[src/rtl/mjdc_pkg.sv]
// Package for the MJD seconds to calendar date converter: payload types,
// reciprocal constants and the month start table. No dependencies.
`default_nettype none

package mjdc_pkg;

    // Configuration space: one 32-bit register, index taken from paddr[2].
    localparam int PADDR_W = 3;
    localparam logic REG_ZONE_OFFSET = 1'b0;
    localparam logic signed [17:0] ZONE_OFFSET_RESET = 18'sd32400;

    // First second of MJD day 2973484 (10000-01-01); fits in 38 bits.
    localparam logic [37:0] LIMIT_SEC = 38'd256909017600;

    // day = ((t >> 7) * DAY_RECIP) >> 41, i.e. t / 86400 for t < 2^38
    localparam logic [31:0] DAY_RECIP = 32'd3257812231;
    localparam logic [9:0]  DAY_BLOCKS = 10'd675;      // 86400 / 128

    // MJD to JDN plus the 68569 bias of the date algorithm
    localparam logic [22:0] JDN_BIAS = 23'd2468570;

    // n = (l * N_RECIP) >> 41 == (4*l) / 146097
    localparam logic [25:0] N_RECIP = 26'd60207212;
    localparam logic [17:0] QUAD_CENT_DAYS = 18'd146097;
    // i = ((l+1) * I_RECIP) >> 37 == (4000*(l+1)) / 1461001
    localparam logic [28:0] I_RECIP = 29'd376287090;
    localparam logic [10:0] QUAD_YEAR_DAYS = 11'd1461;
    // j = (l * J_RECIP) >> 29 == (80*l) / 2447
    localparam logic [24:0] J_RECIP = 25'd17552000;

    // hour = ((sod >> 4) * HOUR_RECIP) >> 21, minute = ((rh >> 2) * MIN_RECIP) >> 14
    localparam logic [13:0] HOUR_RECIP = 14'd9321;
    localparam logic [10:0] MIN_RECIP = 11'd1093;
    localparam logic [16:0] SEC_PER_HOUR = 17'd3600;
    localparam logic [11:0] SEC_PER_MIN = 12'd60;

    typedef struct packed {
        logic [39:0] epoch_seconds;
        logic [31:0] sub_second;
    } mjdc_in_t;

    typedef struct packed {
        logic [13:0] year;
        logic [3:0]  month;
        logic [4:0]  day_of_month;
        logic [4:0]  hour;
        logic [5:0]  minute;
        logic [5:0]  second;
        logic [31:0] second_fraction;
        logic        range_error;
    } mjdc_out_t;

    // Control that rides along the pipeline next to the arithmetic.
    typedef struct packed {
        logic        valid;
        logic        range_err;
        logic [31:0] frac;
    } mjdc_side_t;

    typedef struct packed {
        logic [4:0] hour;
        logic [5:0] minute;
        logic [5:0] second;
    } mjdc_tod_t;

    typedef struct packed {
        logic [13:0] year;
        logic [3:0]  month;
        logic [4:0]  day;
    } mjdc_date_t;

    // (2447 * j) / 80: days from the March-based month origin to month j.
    function automatic logic [8:0] month_offset(input logic [3:0] j);
        logic [8:0] r;
        case (j)
            4'd0:    r = 9'd0;
            4'd1:    r = 9'd30;
            4'd2:    r = 9'd61;
            4'd3:    r = 9'd91;
            4'd4:    r = 9'd122;
            4'd5:    r = 9'd152;
            4'd6:    r = 9'd183;
            4'd7:    r = 9'd214;
            4'd8:    r = 9'd244;
            4'd9:    r = 9'd275;
            4'd10:   r = 9'd305;
            4'd11:   r = 9'd336;
            4'd12:   r = 9'd367;
            4'd13:   r = 9'd397;
            4'd14:   r = 9'd428;
            4'd15:   r = 9'd458;
            default: r = 9'd0;
        endcase
        return r;
    endfunction

endpackage

`default_nettype wire

[src/rtl/mjdc_cfg.sv]
// APB-style configuration register of the MJD calendar converter (zone offset).
// Depends on mjdc_pkg.
`default_nettype none

module mjdc_cfg
    import mjdc_pkg::*;
(
    input  logic                clk,
    input  logic                rst_n,
    input  logic                psel,
    input  logic                penable,
    input  logic                pwrite,
    input  logic [PADDR_W-1:0]  paddr,
    input  logic [31:0]         pwdata,
    output logic [31:0]         prdata,
    output logic                pready,
    output logic signed [17:0]  zone_offset
);

    logic               reg_idx;
    logic               wr_en;
    logic signed [17:0] zone_reg;
    logic signed [17:0] zone_next;

    assign pready  = 1'b1;
    assign reg_idx = paddr[PADDR_W-1];
    assign wr_en   = psel && penable && pwrite && pready;

    always_comb
    begin
        zone_next = zone_reg;
        if (wr_en && (reg_idx == REG_ZONE_OFFSET))
        begin
            zone_next = $signed(pwdata[17:0]);
        end
    end

    always_comb
    begin
        case (reg_idx)
            REG_ZONE_OFFSET: prdata = 32'(zone_reg);
            default:         prdata = '0;
        endcase
    end

    always_ff @(posedge clk or negedge rst_n)
    begin
        if (!rst_n)
        begin
            zone_reg <= ZONE_OFFSET_RESET;
        end
        else
        begin
            zone_reg <= zone_next;
        end
    end

    assign zone_offset = zone_reg;

endmodule

`default_nettype wire

[src/rtl/mjdc_split.sv]
// Stages 1-3: zone shift, range checks, split into MJD day and seconds of day.
// Depends on mjdc_pkg.
`default_nettype none

module mjdc_split
    import mjdc_pkg::*;
#(
    parameter int SECONDS_BITS = 40
)
(
    input  logic               clk,
    input  logic               rst_n,
    input  logic               accept,
    input  mjdc_in_t           item,
    input  logic signed [17:0] zone_offset,
    output logic [16:0]        sod,
    output logic [22:0]        jdn_l,
    output mjdc_side_t         side
);

    localparam int EW = (SECONDS_BITS < 40) ? SECONDS_BITS : 40;
    localparam int SW = SECONDS_BITS + 2;
    localparam int TW = (SECONDS_BITS + 1 > 38) ? SECONDS_BITS + 1 : 38;

    logic [SECONDS_BITS-1:0] epoch;
    logic signed [SW-1:0]    shifted;
    logic [TW-1:0]           t_next,  t_reg;
    mjdc_side_t              side1_next, side1_reg;

    logic                    past_limit;
    logic [62:0]             day_prod;
    logic [21:0]             day_next, day_reg;
    logic [16:0]             tlow_next, tlow_reg;
    mjdc_side_t              side2_next, side2_reg;

    logic [31:0]             blk_prod;
    logic [9:0]              blk_rem;
    logic [16:0]             sod_next, sod_reg;
    logic [22:0]             l0_next, l0_reg;
    mjdc_side_t              side3_reg;

    // stage 1: signed add; the top bit flags a negative shifted time
    always_comb
    begin
        epoch   = SECONDS_BITS'(item.epoch_seconds[EW-1:0]);
        shifted = $signed({2'b00, epoch}) + SW'(zone_offset);
        t_next  = TW'(shifted[SECONDS_BITS:0]);
        side1_next.valid     = accept;
        side1_next.range_err = shifted[SW-1];
        side1_next.frac      = item.sub_second;
    end

    // stage 2: limit compare, day by reciprocal multiply
    always_comb
    begin
        past_limit = (t_reg >= TW'(LIMIT_SEC));
        day_prod   = 63'(t_reg[37:7]) * 63'(DAY_RECIP);
        day_next   = day_prod[62:41];
        tlow_next  = t_reg[16:0];
        side2_next = side1_reg;
        side2_next.range_err = side1_reg.range_err | past_limit;
    end

    // stage 3: seconds of day from the low remainder; bias the day number
    always_comb
    begin
        blk_prod = 32'(day_reg) * 32'(DAY_BLOCKS);
        blk_rem  = tlow_reg[16:7] - blk_prod[9:0];
        sod_next = {blk_rem, tlow_reg[6:0]};
        l0_next  = 23'(day_reg) + JDN_BIAS;
    end

    always_ff @(posedge clk or negedge rst_n)
    begin
        if (!rst_n)
        begin
            side1_reg <= '0;
            side2_reg <= '0;
            side3_reg <= '0;
        end
        else
        begin
            side1_reg <= side1_next;
            side2_reg <= side2_next;
            side3_reg <= side2_reg;
        end
    end

    always_ff @(posedge clk)
    begin
        t_reg    <= t_next;
        day_reg  <= day_next;
        tlow_reg <= tlow_next;
        sod_reg  <= sod_next;
        l0_reg   <= l0_next;
    end

    assign sod   = sod_reg;
    assign jdn_l = l0_reg;
    assign side  = side3_reg;

endmodule

`default_nettype wire

[src/rtl/mjdc_tod.sv]
// Stages 4-9: hour, minute and second from seconds of day, delayed to stage 9.
// Depends on mjdc_pkg.
`default_nettype none

module mjdc_tod
    import mjdc_pkg::*;
(
    input  logic        clk,
    input  logic [16:0] sod,
    output mjdc_tod_t   tod
);

    logic [26:0] hr_prod;
    logic [4:0]  hr4_reg, hr5_reg, hr6_reg;
    logic [16:0] sod4_reg;
    logic [16:0] hr_secs;
    logic [11:0] rh5_next, rh5_reg, rh6_reg;
    logic [20:0] mn_prod;
    logic [5:0]  mn6_reg;
    logic [11:0] mn_secs;
    mjdc_tod_t   tod7_next, tod7_reg, tod8_reg, tod9_reg;

    always_comb
    begin
        hr_prod  = 27'(sod[16:4]) * 27'(HOUR_RECIP);
        hr_secs  = 17'(hr4_reg) * SEC_PER_HOUR;
        rh5_next = 12'(sod4_reg - hr_secs);
        mn_prod  = 21'(rh5_reg[11:2]) * 21'(MIN_RECIP);
        mn_secs  = 12'(mn6_reg) * SEC_PER_MIN;
        tod7_next.hour   = hr6_reg;
        tod7_next.minute = mn6_reg;
        tod7_next.second = 6'(rh6_reg - mn_secs);
    end

    always_ff @(posedge clk)
    begin
        hr4_reg  <= hr_prod[25:21];
        sod4_reg <= sod;
        hr5_reg  <= hr4_reg;
        rh5_reg  <= rh5_next;
        hr6_reg  <= hr5_reg;
        rh6_reg  <= rh5_reg;
        mn6_reg  <= mn_prod[19:14];
        tod7_reg <= tod7_next;
        tod8_reg <= tod7_reg;
        tod9_reg <= tod8_reg;
    end

    assign tod = tod9_reg;

endmodule

`default_nettype wire

[src/rtl/mjdc_date.sv]
// Stages 4-9: Fliegel-Van Flandern day number to Gregorian year, month, day.
// Depends on mjdc_pkg.
`default_nettype none

module mjdc_date
    import mjdc_pkg::*;
(
    input  logic        clk,
    input  logic [22:0] jdn_l,
    output mjdc_date_t  date
);

    logic [48:0] n_prod;
    logic [7:0]  n4_reg, n5_reg, n6_reg, n7_reg, n8_reg;
    logic [22:0] l0_4_reg;
    logic [25:0] n_days;
    logic [15:0] l1_next, l1_5_reg, l1_6_reg;
    logic [16:0] l1_inc;
    logic [45:0] i_prod;
    logic [6:0]  i6_reg, i7_reg, i8_reg;
    logic [17:0] i_days;
    logic [9:0]  l2_next, l2_7_reg, l2_8_reg;
    logic [34:0] j_prod;
    logic [3:0]  j8_reg;
    logic        k_wrap;
    mjdc_date_t  date_next, date_reg;

    always_comb
    begin
        // n: century count
        n_prod  = 49'(jdn_l) * 49'(N_RECIP);
        // l1: day within the century
        n_days  = 26'(n4_reg) * 26'(QUAD_CENT_DAYS) + 26'd3;
        l1_next = 16'(l0_4_reg - 23'(n_days[25:2]));
        // i: year within the century
        l1_inc  = 17'(l1_5_reg) + 17'd1;
        i_prod  = 46'(l1_inc) * 46'(I_RECIP);
        // l2: March-based day of year, plus 31
        i_days  = 18'(i6_reg) * 18'(QUAD_YEAR_DAYS);
        l2_next = 10'(18'(l1_6_reg) - 18'(i_days[17:2]) + 18'd31);
        // j: March-based month index
        j_prod  = 35'(l2_7_reg) * 35'(J_RECIP);
        // January and February roll into the next year
        k_wrap  = (j8_reg >= 4'd11);
        date_next.day   = 5'(l2_8_reg - 10'(month_offset(j8_reg)));
        date_next.month = k_wrap ? (j8_reg - 4'd10) : (j8_reg + 4'd2);
        date_next.year  = 14'(14'(n8_reg) * 14'd100 + 14'(i8_reg) + 14'(k_wrap)
                              - 14'd4900);
    end

    always_ff @(posedge clk)
    begin
        n4_reg   <= n_prod[48:41];
        l0_4_reg <= jdn_l;
        n5_reg   <= n4_reg;
        l1_5_reg <= l1_next;
        n6_reg   <= n5_reg;
        l1_6_reg <= l1_5_reg;
        i6_reg   <= i_prod[43:37];
        n7_reg   <= n6_reg;
        i7_reg   <= i6_reg;
        l2_7_reg <= l2_next;
        n8_reg   <= n7_reg;
        i8_reg   <= i7_reg;
        l2_8_reg <= l2_7_reg;
        j8_reg   <= j_prod[32:29];
        date_reg <= date_next;
    end

    assign date = date_reg;

endmodule

`default_nettype wire

[src/rtl/mjd_seconds_to_calendar_date.sv]
// Top level of the MJD seconds to calendar date converter.
// Depends on mjdc_pkg, mjdc_cfg, mjdc_split, mjdc_tod and mjdc_date.
//
//  Channel  | Handshake              | Payload             | Notes
//  ---------+------------------------+---------------------+---------------------------
//  input    | start, busy            | item (mjdc_in_t)    | taken when start && !busy
//  result   | done (1-cycle strobe)  | result (mjdc_out_t) | one per input transaction
//  config   | psel/penable/pwrite    | paddr, pwdata       | prdata readback, pready = 1
//
// Fully pipelined: one transaction per clock, results in order.
// The pipeline depth is set by the date chain (three reciprocal multiplies,
// each registered, plus the day split and the output register).
// busy never rises: the result side cannot stall, so nothing backs up.
// rst_n clears the valid bits and loads the zone offset with +9 hours.
`default_nettype none

module mjd_seconds_to_calendar_date
    import mjdc_pkg::*;
#(
    parameter int SECONDS_BITS = 40
)
(
    input  logic               clk,
    input  logic               rst_n,
    // input transaction
    input  logic               start,
    output logic               busy,
    input  mjdc_in_t           item,
    // result transaction
    output logic               done,
    output mjdc_out_t          result,
    // configuration port
    input  logic               psel,
    input  logic               penable,
    input  logic               pwrite,
    input  logic [PADDR_W-1:0] paddr,
    input  logic [31:0]        pwdata,
    output logic [31:0]        prdata,
    output logic               pready
);

    // stages 4..9 of the side band (valid, error, fraction)
    localparam int SIDE_STAGES = 6;

    logic               accept;
    logic signed [17:0] zone_offset;
    logic [16:0]        sod;
    logic [22:0]        jdn_l;
    mjdc_side_t         side3;
    mjdc_tod_t          tod9;
    mjdc_date_t         date9;
    mjdc_side_t         side_pipe_reg [SIDE_STAGES];
    mjdc_side_t         side9;
    logic               done_reg;
    mjdc_out_t          result_next, result_reg;

    // the pipeline always advances
    assign busy   = 1'b0;
    assign accept = start && !busy;

    mjdc_cfg u_cfg (
        .clk         (clk),
        .rst_n       (rst_n),
        .psel        (psel),
        .penable     (penable),
        .pwrite      (pwrite),
        .paddr       (paddr),
        .pwdata      (pwdata),
        .prdata      (prdata),
        .pready      (pready),
        .zone_offset (zone_offset)
    );

    // stages 1-3: shift by zone, out-of-range flags, day / seconds-of-day
    mjdc_split #(
        .SECONDS_BITS (SECONDS_BITS)
    ) u_split (
        .clk         (clk),
        .rst_n       (rst_n),
        .accept      (accept),
        .item        (item),
        .zone_offset (zone_offset),
        .sod         (sod),
        .jdn_l       (jdn_l),
        .side        (side3)
    );

    // stages 4-9: time of day, runs beside the date chain
    mjdc_tod u_tod (
        .clk (clk),
        .sod (sod),
        .tod (tod9)
    );

    // stages 4-9: calendar date
    mjdc_date u_date (
        .clk   (clk),
        .jdn_l (jdn_l),
        .date  (date9)
    );

    // side band keeps step with the two arithmetic chains
    always_ff @(posedge clk or negedge rst_n)
    begin
        if (!rst_n)
        begin
            for (int s = 0; s < SIDE_STAGES; s++)
            begin
                side_pipe_reg[s] <= '0;
            end
        end
        else
        begin
            side_pipe_reg[0] <= side3;
            for (int s = 1; s < SIDE_STAGES; s++)
            begin
                side_pipe_reg[s] <= side_pipe_reg[s-1];
            end
        end
    end

    assign side9 = side_pipe_reg[SIDE_STAGES-1];

    // an out-of-range time returns all-zero fields with the flag set
    always_comb
    begin
        result_next = '0;
        if (side9.range_err)
        begin
            result_next.range_error = 1'b1;
        end
        else
        begin
            result_next.year            = date9.year;
            result_next.month           = date9.month;
            result_next.day_of_month    = date9.day;
            result_next.hour            = tod9.hour;
            result_next.minute          = tod9.minute;
            result_next.second          = tod9.second;
            result_next.second_fraction = side9.frac;
            result_next.range_error     = 1'b0;
        end
    end

    always_ff @(posedge clk or negedge rst_n)
    begin
        if (!rst_n)
        begin
            done_reg <= 1'b0;
        end
        else
        begin
            done_reg <= side9.valid;
        end
    end

    always_ff @(posedge clk)
    begin
        result_reg <= result_next;
    end

    assign done   = done_reg;
    assign result = result_reg;

endmodule

`default_nettype wire

[config.mk]
export PLATFORM = sky130hd
export DESIGN_NAME = mjd_seconds_to_calendar_date
export DESIGN_NICKNAME = d
export VERILOG_FILES = /design/src/rtl/mjdc_pkg.sv /design/src/rtl/mjdc_cfg.sv /design/src/rtl/mjdc_split.sv /design/src/rtl/mjdc_tod.sv /design/src/rtl/mjdc_date.sv /design/src/rtl/mjd_seconds_to_calendar_date.sv
export SDC_FILE = /design/constraint.sdc
export NUM_CORES = 2
export LEC_CHECK = 0
export BUFFER_PORTS_ARGS = -buffer_cell sky130_fd_sc_hd__buf_2
export CORE_MARGIN = 3
export CORE_UTILIZATION = 50
export DETAILED_ROUTE_END_ITERATION = 16
export GPL_TIMING_DRIVEN = 0
export PLACE_DENSITY = 0.64
export SLEW_MARGIN = 20
export SYNTH_ARGS = -nofsm -noshare
export SYNTH_HDL_FRONTEND = slang
export SYNTH_SLANG_ARGS = --single-unit
export TNS_END_PERCENT = 30
[constraint.sdc]
create_clock -name clk -period 8.8 [get_ports clk]
set_input_delay 1.32 -clock clk [delete_from_list [all_inputs] [get_ports clk]]
set_output_delay 1.32 -clock clk [all_outputs]
set_load 0.005 [all_outputs]
Yosys cells after proc, flatten, opt, wreduce, memory -nomap -nowiden

Memories as Yosys holds them, arrays and structs flattened. A register that Yosys moved wholly into a read port is not among the register bits.
Cells that the tools add are included.

Memories: 1
ROM bits: 144
Logic and storage cells: 114
RAM bits: 0
Input port bits: 113
Bits in registers: 765
Bits in latches: 0

Memories:

| name             | words | width | read ports | clocked after Yosys merged registers in | write ports | RTL line       | source |
|---|---|---|---|---|---|---|---|
| (name not given) | 16    | 9     | 1          | 1                                       | 0           | mjdc_pkg.sv:75 | `case (j)` |

Muxes and demuxes: 3
Add/subtract/negate cells: 16
Div/mod/pow operators: 0
Order comparisons: 2
Bitwise gates (word level): 2
Multiply operators: 12
Reductions and logical operators: 3
Shift-type cells: 0
Eq/ne operators: 0

Operators by type and width:

| cell                                                                     | count |
|---|---|
| 31-bit by 32-bit multiplier with 63-bit output (second input constant)   | 1 |
| 23-bit by 24-bit multiplier with 47-bit output (second input constant)   | 1 |
| 17-bit by 28-bit multiplier with 43-bit output (second input constant)   | 1 |
| 41-bit by 18-bit adder with 42-bit output                                | 1 |
| 41-bit by 38-bit >= comparator with 1-bit output (second input constant) | 1 |
| 32-bit two-way mux                                                       | 1 |
| 10-bit by 18-bit multiplier with 26-bit output (second input constant)   | 1 |
| 13-bit by 14-bit multiplier with 26-bit output (second input constant)   | 1 |
| 22-bit by 22-bit adder with 23-bit output (second input constant)        | 1 |
| 22-bit by 10-bit multiplier with 10-bit output (second input constant)   | 1 |
| 10-bit by 11-bit multiplier with 20-bit output (second input constant)   | 1 |
| 10-bit subtractor                                                        | 2 |
| 18-bit by 2-bit adder with 18-bit output (second input constant)         | 1 |
| 8-bit by 18-bit multiplier with 18-bit output (second input constant)    | 1 |
| 16-bit by 1-bit adder with 17-bit output (second input constant)         | 1 |
| 16-bit subtractor                                                        | 1 |
| 14-bit by 1-bit adder with 14-bit output                                 | 1 |
| 14-bit by 7-bit adder with 14-bit output                                 | 1 |
| 14-bit by 13-bit subtractor with 14-bit output (second input constant)   | 1 |
| 7-bit by 11-bit multiplier with 12-bit output (second input constant)    | 1 |
| 8-bit by 5-bit multiplier with 12-bit output (second input constant)     | 1 |
| 12-bit subtractor                                                        | 1 |
| 10-bit by 5-bit adder with 10-bit output (second input constant)         | 1 |
| 5-bit by 8-bit multiplier with 8-bit output (second input constant)      | 1 |
| 11 further kinds                                                         | 13 |

Depth between registers and ports, before layout

Word-level depth: 4
Mapped depth: 29
Gate-level depth less buffers: 29

Hierarchy

From an unflattened synthesis, not the netlist that was laid out.

Cells, all modules: 5778
Area, all modules: 64314.2 µm²

By module, submodules not included:

| module                       | area each (µm²) | instances | cells each |
|---|---|---|---|
| mjdc_date                    | 27239.9         | 1         | 2642 |
| mjdc_split                   | 23184.7         | 1         | 2202 |
| mjd_seconds_to_calendar_date | 7143.1          | 1         | 360 |
| mjdc_tod                     | 5768.0          | 1         | 501 |
| mjdc_cfg                     | 978.4           | 1         | 73 |

Least setup slack after synthesis

OpenSTA, ideal clock, no wires.

Path kind: register to register
Start: register u_date.l1_5_reg[2]
End: register u_date.i6_reg[6]
Path buffers: 0
Cell stages (with the launch flop): 27
Slack: 2.151 ns
Data required time: 8.728 ns
Clock period less this slack: 6.649 ns
Data arrival time: 6.577 ns
Setup time: 0.072 ns
Path through: dfxtp_1 and3_1 and3_1 nand3_1 nor2_1 nand3_1 xnor2_1 ha_1 inv_1 fa_1 fa_1 inv_1 fa_1 inv_1 fa_1 fa_1 inv_1 ha_1 o21a_1 o211ai_1 a21oi_1 o221ai_1 nand4_1 nand2_1 o21ai_0 o41ai_1 xnor2_1

Cells in the longest elaborated chain, start to end: 2

RTL lines:

| element                                        | RTL line        | source |
|---|---|---|
| from (decl)                                    | mjdc_date.sv:17 | `logic [15:0] l1_next, l1_5_reg, l1_6_reg;` |
| from (signal assigned)                         | mjdc_date.sv:56 | `l1_5_reg <= l1_next;` |
| 16-bit by 1-bit adder with 17-bit output       | mjdc_date.sv:36 | `l1_inc = 17'(l1_5_reg) + 17'd1;` |
| 17-bit by 28-bit multiplier with 43-bit output | mjdc_date.sv:37 | `i_prod = 46'(l1_inc) * 46'(I_RECIP);` |
| via u_date.i_prod[43]                          | mjdc_date.sv:19 | `logic [45:0] i_prod;` |
| to (signal assigned)                           | mjdc_date.sv:59 | `i6_reg <= i_prod[43:37];` |
| to (decl)                                      | mjdc_date.sv:20 | `logic [6:0] i6_reg, i7_reg, i8_reg;` |

The timed path passes the listed nets, and every way through them passes these cells.
A chain may end at the register's enable or synchronous reset.

Worst setup path after layout

Start: register u_date.l1_5_reg[1]
End: register u_date.i6_reg[6]

The elaborated chain is that of the path after synthesis.

==> Implementation_results.wiki <==
{| class="wikitable"
! Metric !! Value
|-
| Fraction of post-synthesis cell area in the top cell type by area || 25.6%
|-
| Net Count, Synth || 7833
|-
| RSZ-0062 raised after global routing || no
|-
| Number of slew-limit violations in the final report || 0
|-
| Post-route setup slack || 330 ps
|-
| Number of failing setup endpoints in the final timing report || 0
|-
| Routed Antenna Nets || 0
|-
| Total track usage || 21.4%
|-
| Top cells by count, synth || sky130_fd_sc_hd__inv_1, sky130_fd_sc_hd__ha_1, sky130_fd_sc_hd__fa_1
|-
| Boundary pin count || 221
|-
| Number of global-route vias before repair || 41200
|-
| Crit path time final || 8470 ps
|-
| Source-to-sink clock delay at the later pin of the worst-skew pair || 680 ps
|-
| Arr. time, crit path || 9050 ps
|-
| Core outline area || 125000 um2
|-
| Die Y || 362 um
|-
| CTS buffer count || 79
|-
| Status || complete, no violations
|-
| Part of the cycle the worst path needs || 96.3%
|-
| Fraction of final layout cells sized beyond drive strength 1 || 6.90%
|-
| Post-synthesis instance area || 63300 um2
|-
| Number of design rule violations left after detail routing || 0
|-
| Detailed Route WL || 134000 um
|-
| Startpoint-to-endpoint class of the critical path || reg -> reg
|-
| Avg Synthesized Cell Area || 11.2 um2
|-
| Area leader, netlist || sky130_fd_sc_hd__fa_1
|-
| Root Buffer Master || sky130_fd_sc_hd__clkbuf_16
|-
| Std-Cell Rows || 129
|-
| Wire length of the first global-routing pass || 220000 um
|-
| Half-perimeter wire length after placement || 114000 um
|-
| Number of flip-flops and latches in the synthesized netlist || 770
|-
| Crit path launch type || register
|-
| Total grt overflow || 0
|-
| # hold bufs at CTS || 0
|-
| CTS clock-pin slew for the worst setup and hold paths || 60 ps
|-
| Slew at the pin with the worst max-slew slack || 1090 ps
|-
| Clock Tree Buf Depth || 3
|-
| Number of port buffers || 202
|-
| Number of flops mapped to enable cells by yosys || 0
|-
| Maximum Capacitance Violations || 0
|-
| Starting DRT DRC Count || 1832
|-
| Largest fanout of any net on the critical path || 11
|-
| Unique masters post-synth || 74
|-
| Leading register cell type out of synthesis || sky130_fd_sc_hd__dfxtp_1
|-
| Sequential-to-total area share from yosys stat || 26.9%
|-
| Sum of negative setup slack || 0 ps
|-
| Clock sink total || 770
|-
| Worst clock skew || 39.5 ps
|-
| Number of nets at the end of the flow || 8120
|-
| Relative area change from synthesis to final layout || 9.27%
|-
| Cell with the most instances after synthesis || sky130_fd_sc_hd__inv_1
|-
| Max frequency || 118 MHz
|-
| Pin count of the biggest net entering global routing || 98
|-
| Minimum setup slack after placement || 298 ps
|-
| Synth top area cells || sky130_fd_sc_hd__fa_1, sky130_fd_sc_hd__ha_1, sky130_fd_sc_hd__dfxtp_1
|-
| Async set-reset flop share out of synthesis || 42.2%
|-
| Length of the first detailed-routing pass in iterations || 5
|-
| Routability congestion estimate from global placement || 0.967
|-
| Overall die width || 362 um
|-
| Count of vias placed by the detailed router || 38500
|-
| Type of the tightest min-delay check || reg -> reg
|-
| Kind of end point of the critical path || register
|-
| Post-layout utilization of the core || 55.4%
|-
| Detailed-route vias per instance || 5.03
|-
| Ys Warns || 0
|-
| Starting density of the core || 50.7%
|-
| Number of antenna violations at the first check in global routing || 14
|-
| TritonCTS clock tree || built
|-
| H-tree depth || 3
|-
| Total count of hold-check failures in the final report || 0
|-
| Critical path data required time || 9380 ps
|-
| Slew margin rel. || 26.7%
|-
| Die Outline Area || 131000 um2
|-
| Gate count after technology mapping || 5662
|-
| Wire length per cell || 17.5 um
|-
| Max FFs per register || 170
|}
## critical path, cell delays in order (launching register included)
cell and delay [ps]:
sky130_fd_sc_hd__dfxtp_1 570, sky130_fd_sc_hd__ha_1 340, sky130_fd_sc_hd__nand3_1 230, sky130_fd_sc_hd__nor2_1 290, sky130_fd_sc_hd__xor2_1 860, sky130_fd_sc_hd__ha_1 600
sky130_fd_sc_hd__inv_1 190, sky130_fd_sc_hd__fa_1 570, sky130_fd_sc_hd__inv_1 50, sky130_fd_sc_hd__fa_1 520, sky130_fd_sc_hd__inv_1 70, sky130_fd_sc_hd__fa_1 450
sky130_fd_sc_hd__fa_1 500, sky130_fd_sc_hd__fa_1 550, sky130_fd_sc_hd__inv_1 50, sky130_fd_sc_hd__ha_1 320, sky130_fd_sc_hd__o21a_1 200, sky130_fd_sc_hd__o211ai_1 150
sky130_fd_sc_hd__a21oi_1 60, sky130_fd_sc_hd__o221ai_1 480, sky130_fd_sc_hd__nand4_1 420, sky130_fd_sc_hd__nand2_1 250, sky130_fd_sc_hd__o21ai_0 160, sky130_fd_sc_hd__o41ai_1 320
sky130_fd_sc_hd__xnor2_1 170
## layer usage
metal  up-vias  global-route usage [%]  share of wire [%]
met5         -                       0              0.041
met2       884                    36.6                 48
li1      18400                       -                  -
met3       194                    3.81                5.8
met1     19000                    28.1                 43
met4         8                    5.87                2.8
## stage by stage
stage               area (um2)  hold WS, ps  cells
global placement         66400          310   7501
global route             69200          314   7652
CTS                      69100          309   7651
detailed placement       66500          312   7505
floorplan                63300          310   5662
finish                   69200          316   7655
## final timing paths
check	cells after the start	end	slack (ps)	from
setup / recovery	24	u_date.i6_reg[6]	330	u_date.l1_5_reg[1]
hold / removal	0	u_date.i8_reg[1]	320	u_date.i7_reg[1]
setup reg to reg	24	u_date.i6_reg[6]	330	u_date.l1_5_reg[1]
hold reg to reg	0	u_date.i8_reg[1]	320	u_date.i7_reg[1]
max in group asynchronous	3	u_cfg.zone_offset[14]	6930	rst_n
min in group asynchronous	1	side_pipe_reg[40]	610	rst_n
## what timing repair did
action / in CTS / in global routing
buffers inserted: 0 / 0
gates resized for setup: 0 / 4
endpoints found under the setup margin: 0 / 3
endpoints found under the hold margin: 0 / 0
## layout by cell type, fill, tap and decap left out, types with 94 or more instances in the layout
master                    count
sky130_fd_sc_hd__xnor2_1    178
sky130_fd_sc_hd__buf_2      202
sky130_fd_sc_hd__inv_1     1435
sky130_fd_sc_hd__ha_1      1247
sky130_fd_sc_hd__o21ai_0     94
sky130_fd_sc_hd__dfrtp_1    316
sky130_fd_sc_hd__dfxtp_1    441
sky130_fd_sc_hd__fa_1       811
sky130_fd_sc_hd__a21o_1     112
sky130_fd_sc_hd__a21oi_1    201
sky130_fd_sc_hd__nor2b_1    107
sky130_fd_sc_hd__nor2_1     104
sky130_fd_sc_hd__nand2_1    107
## cell type report
cell class | count | area, um2
fillers | 10700 | 55600
multi-input cells | 3424 | 40700
flip-flops and latches | 770 | 17100
inverters | 1435 | 5390
clock buffers | 112 | 2270
well taps | 1637 | 2050
repair buffers | 206 | 1110
clock inverters | 34 | 384
plain buffers | 33 | 191
diodes | 4 | 10.0
## logic make-up (layout without fill, tap and decap cells)
group | Yosys count | count (layout) | share of synthesized area [%]
muxes | 22 | 22 | 0.425
DFF | 770 | 770 | 26.9
AOI/OAI and AO/OA | 590 | 590 | 5.99
other | 2 | 6 | 0.0119
adders and majority gates | 2058 | 2058 | 50.3
and+or+nand+nor | 501 | 501 | 4.06
buffers and inverters | 1468 | 1820 | 8.81
xor gates and xnor gates | 251 | 251 | 3.47
Power is not shown: default switching activity piles up to over one toggle a cycle in this logic, so the estimate is an artifact.
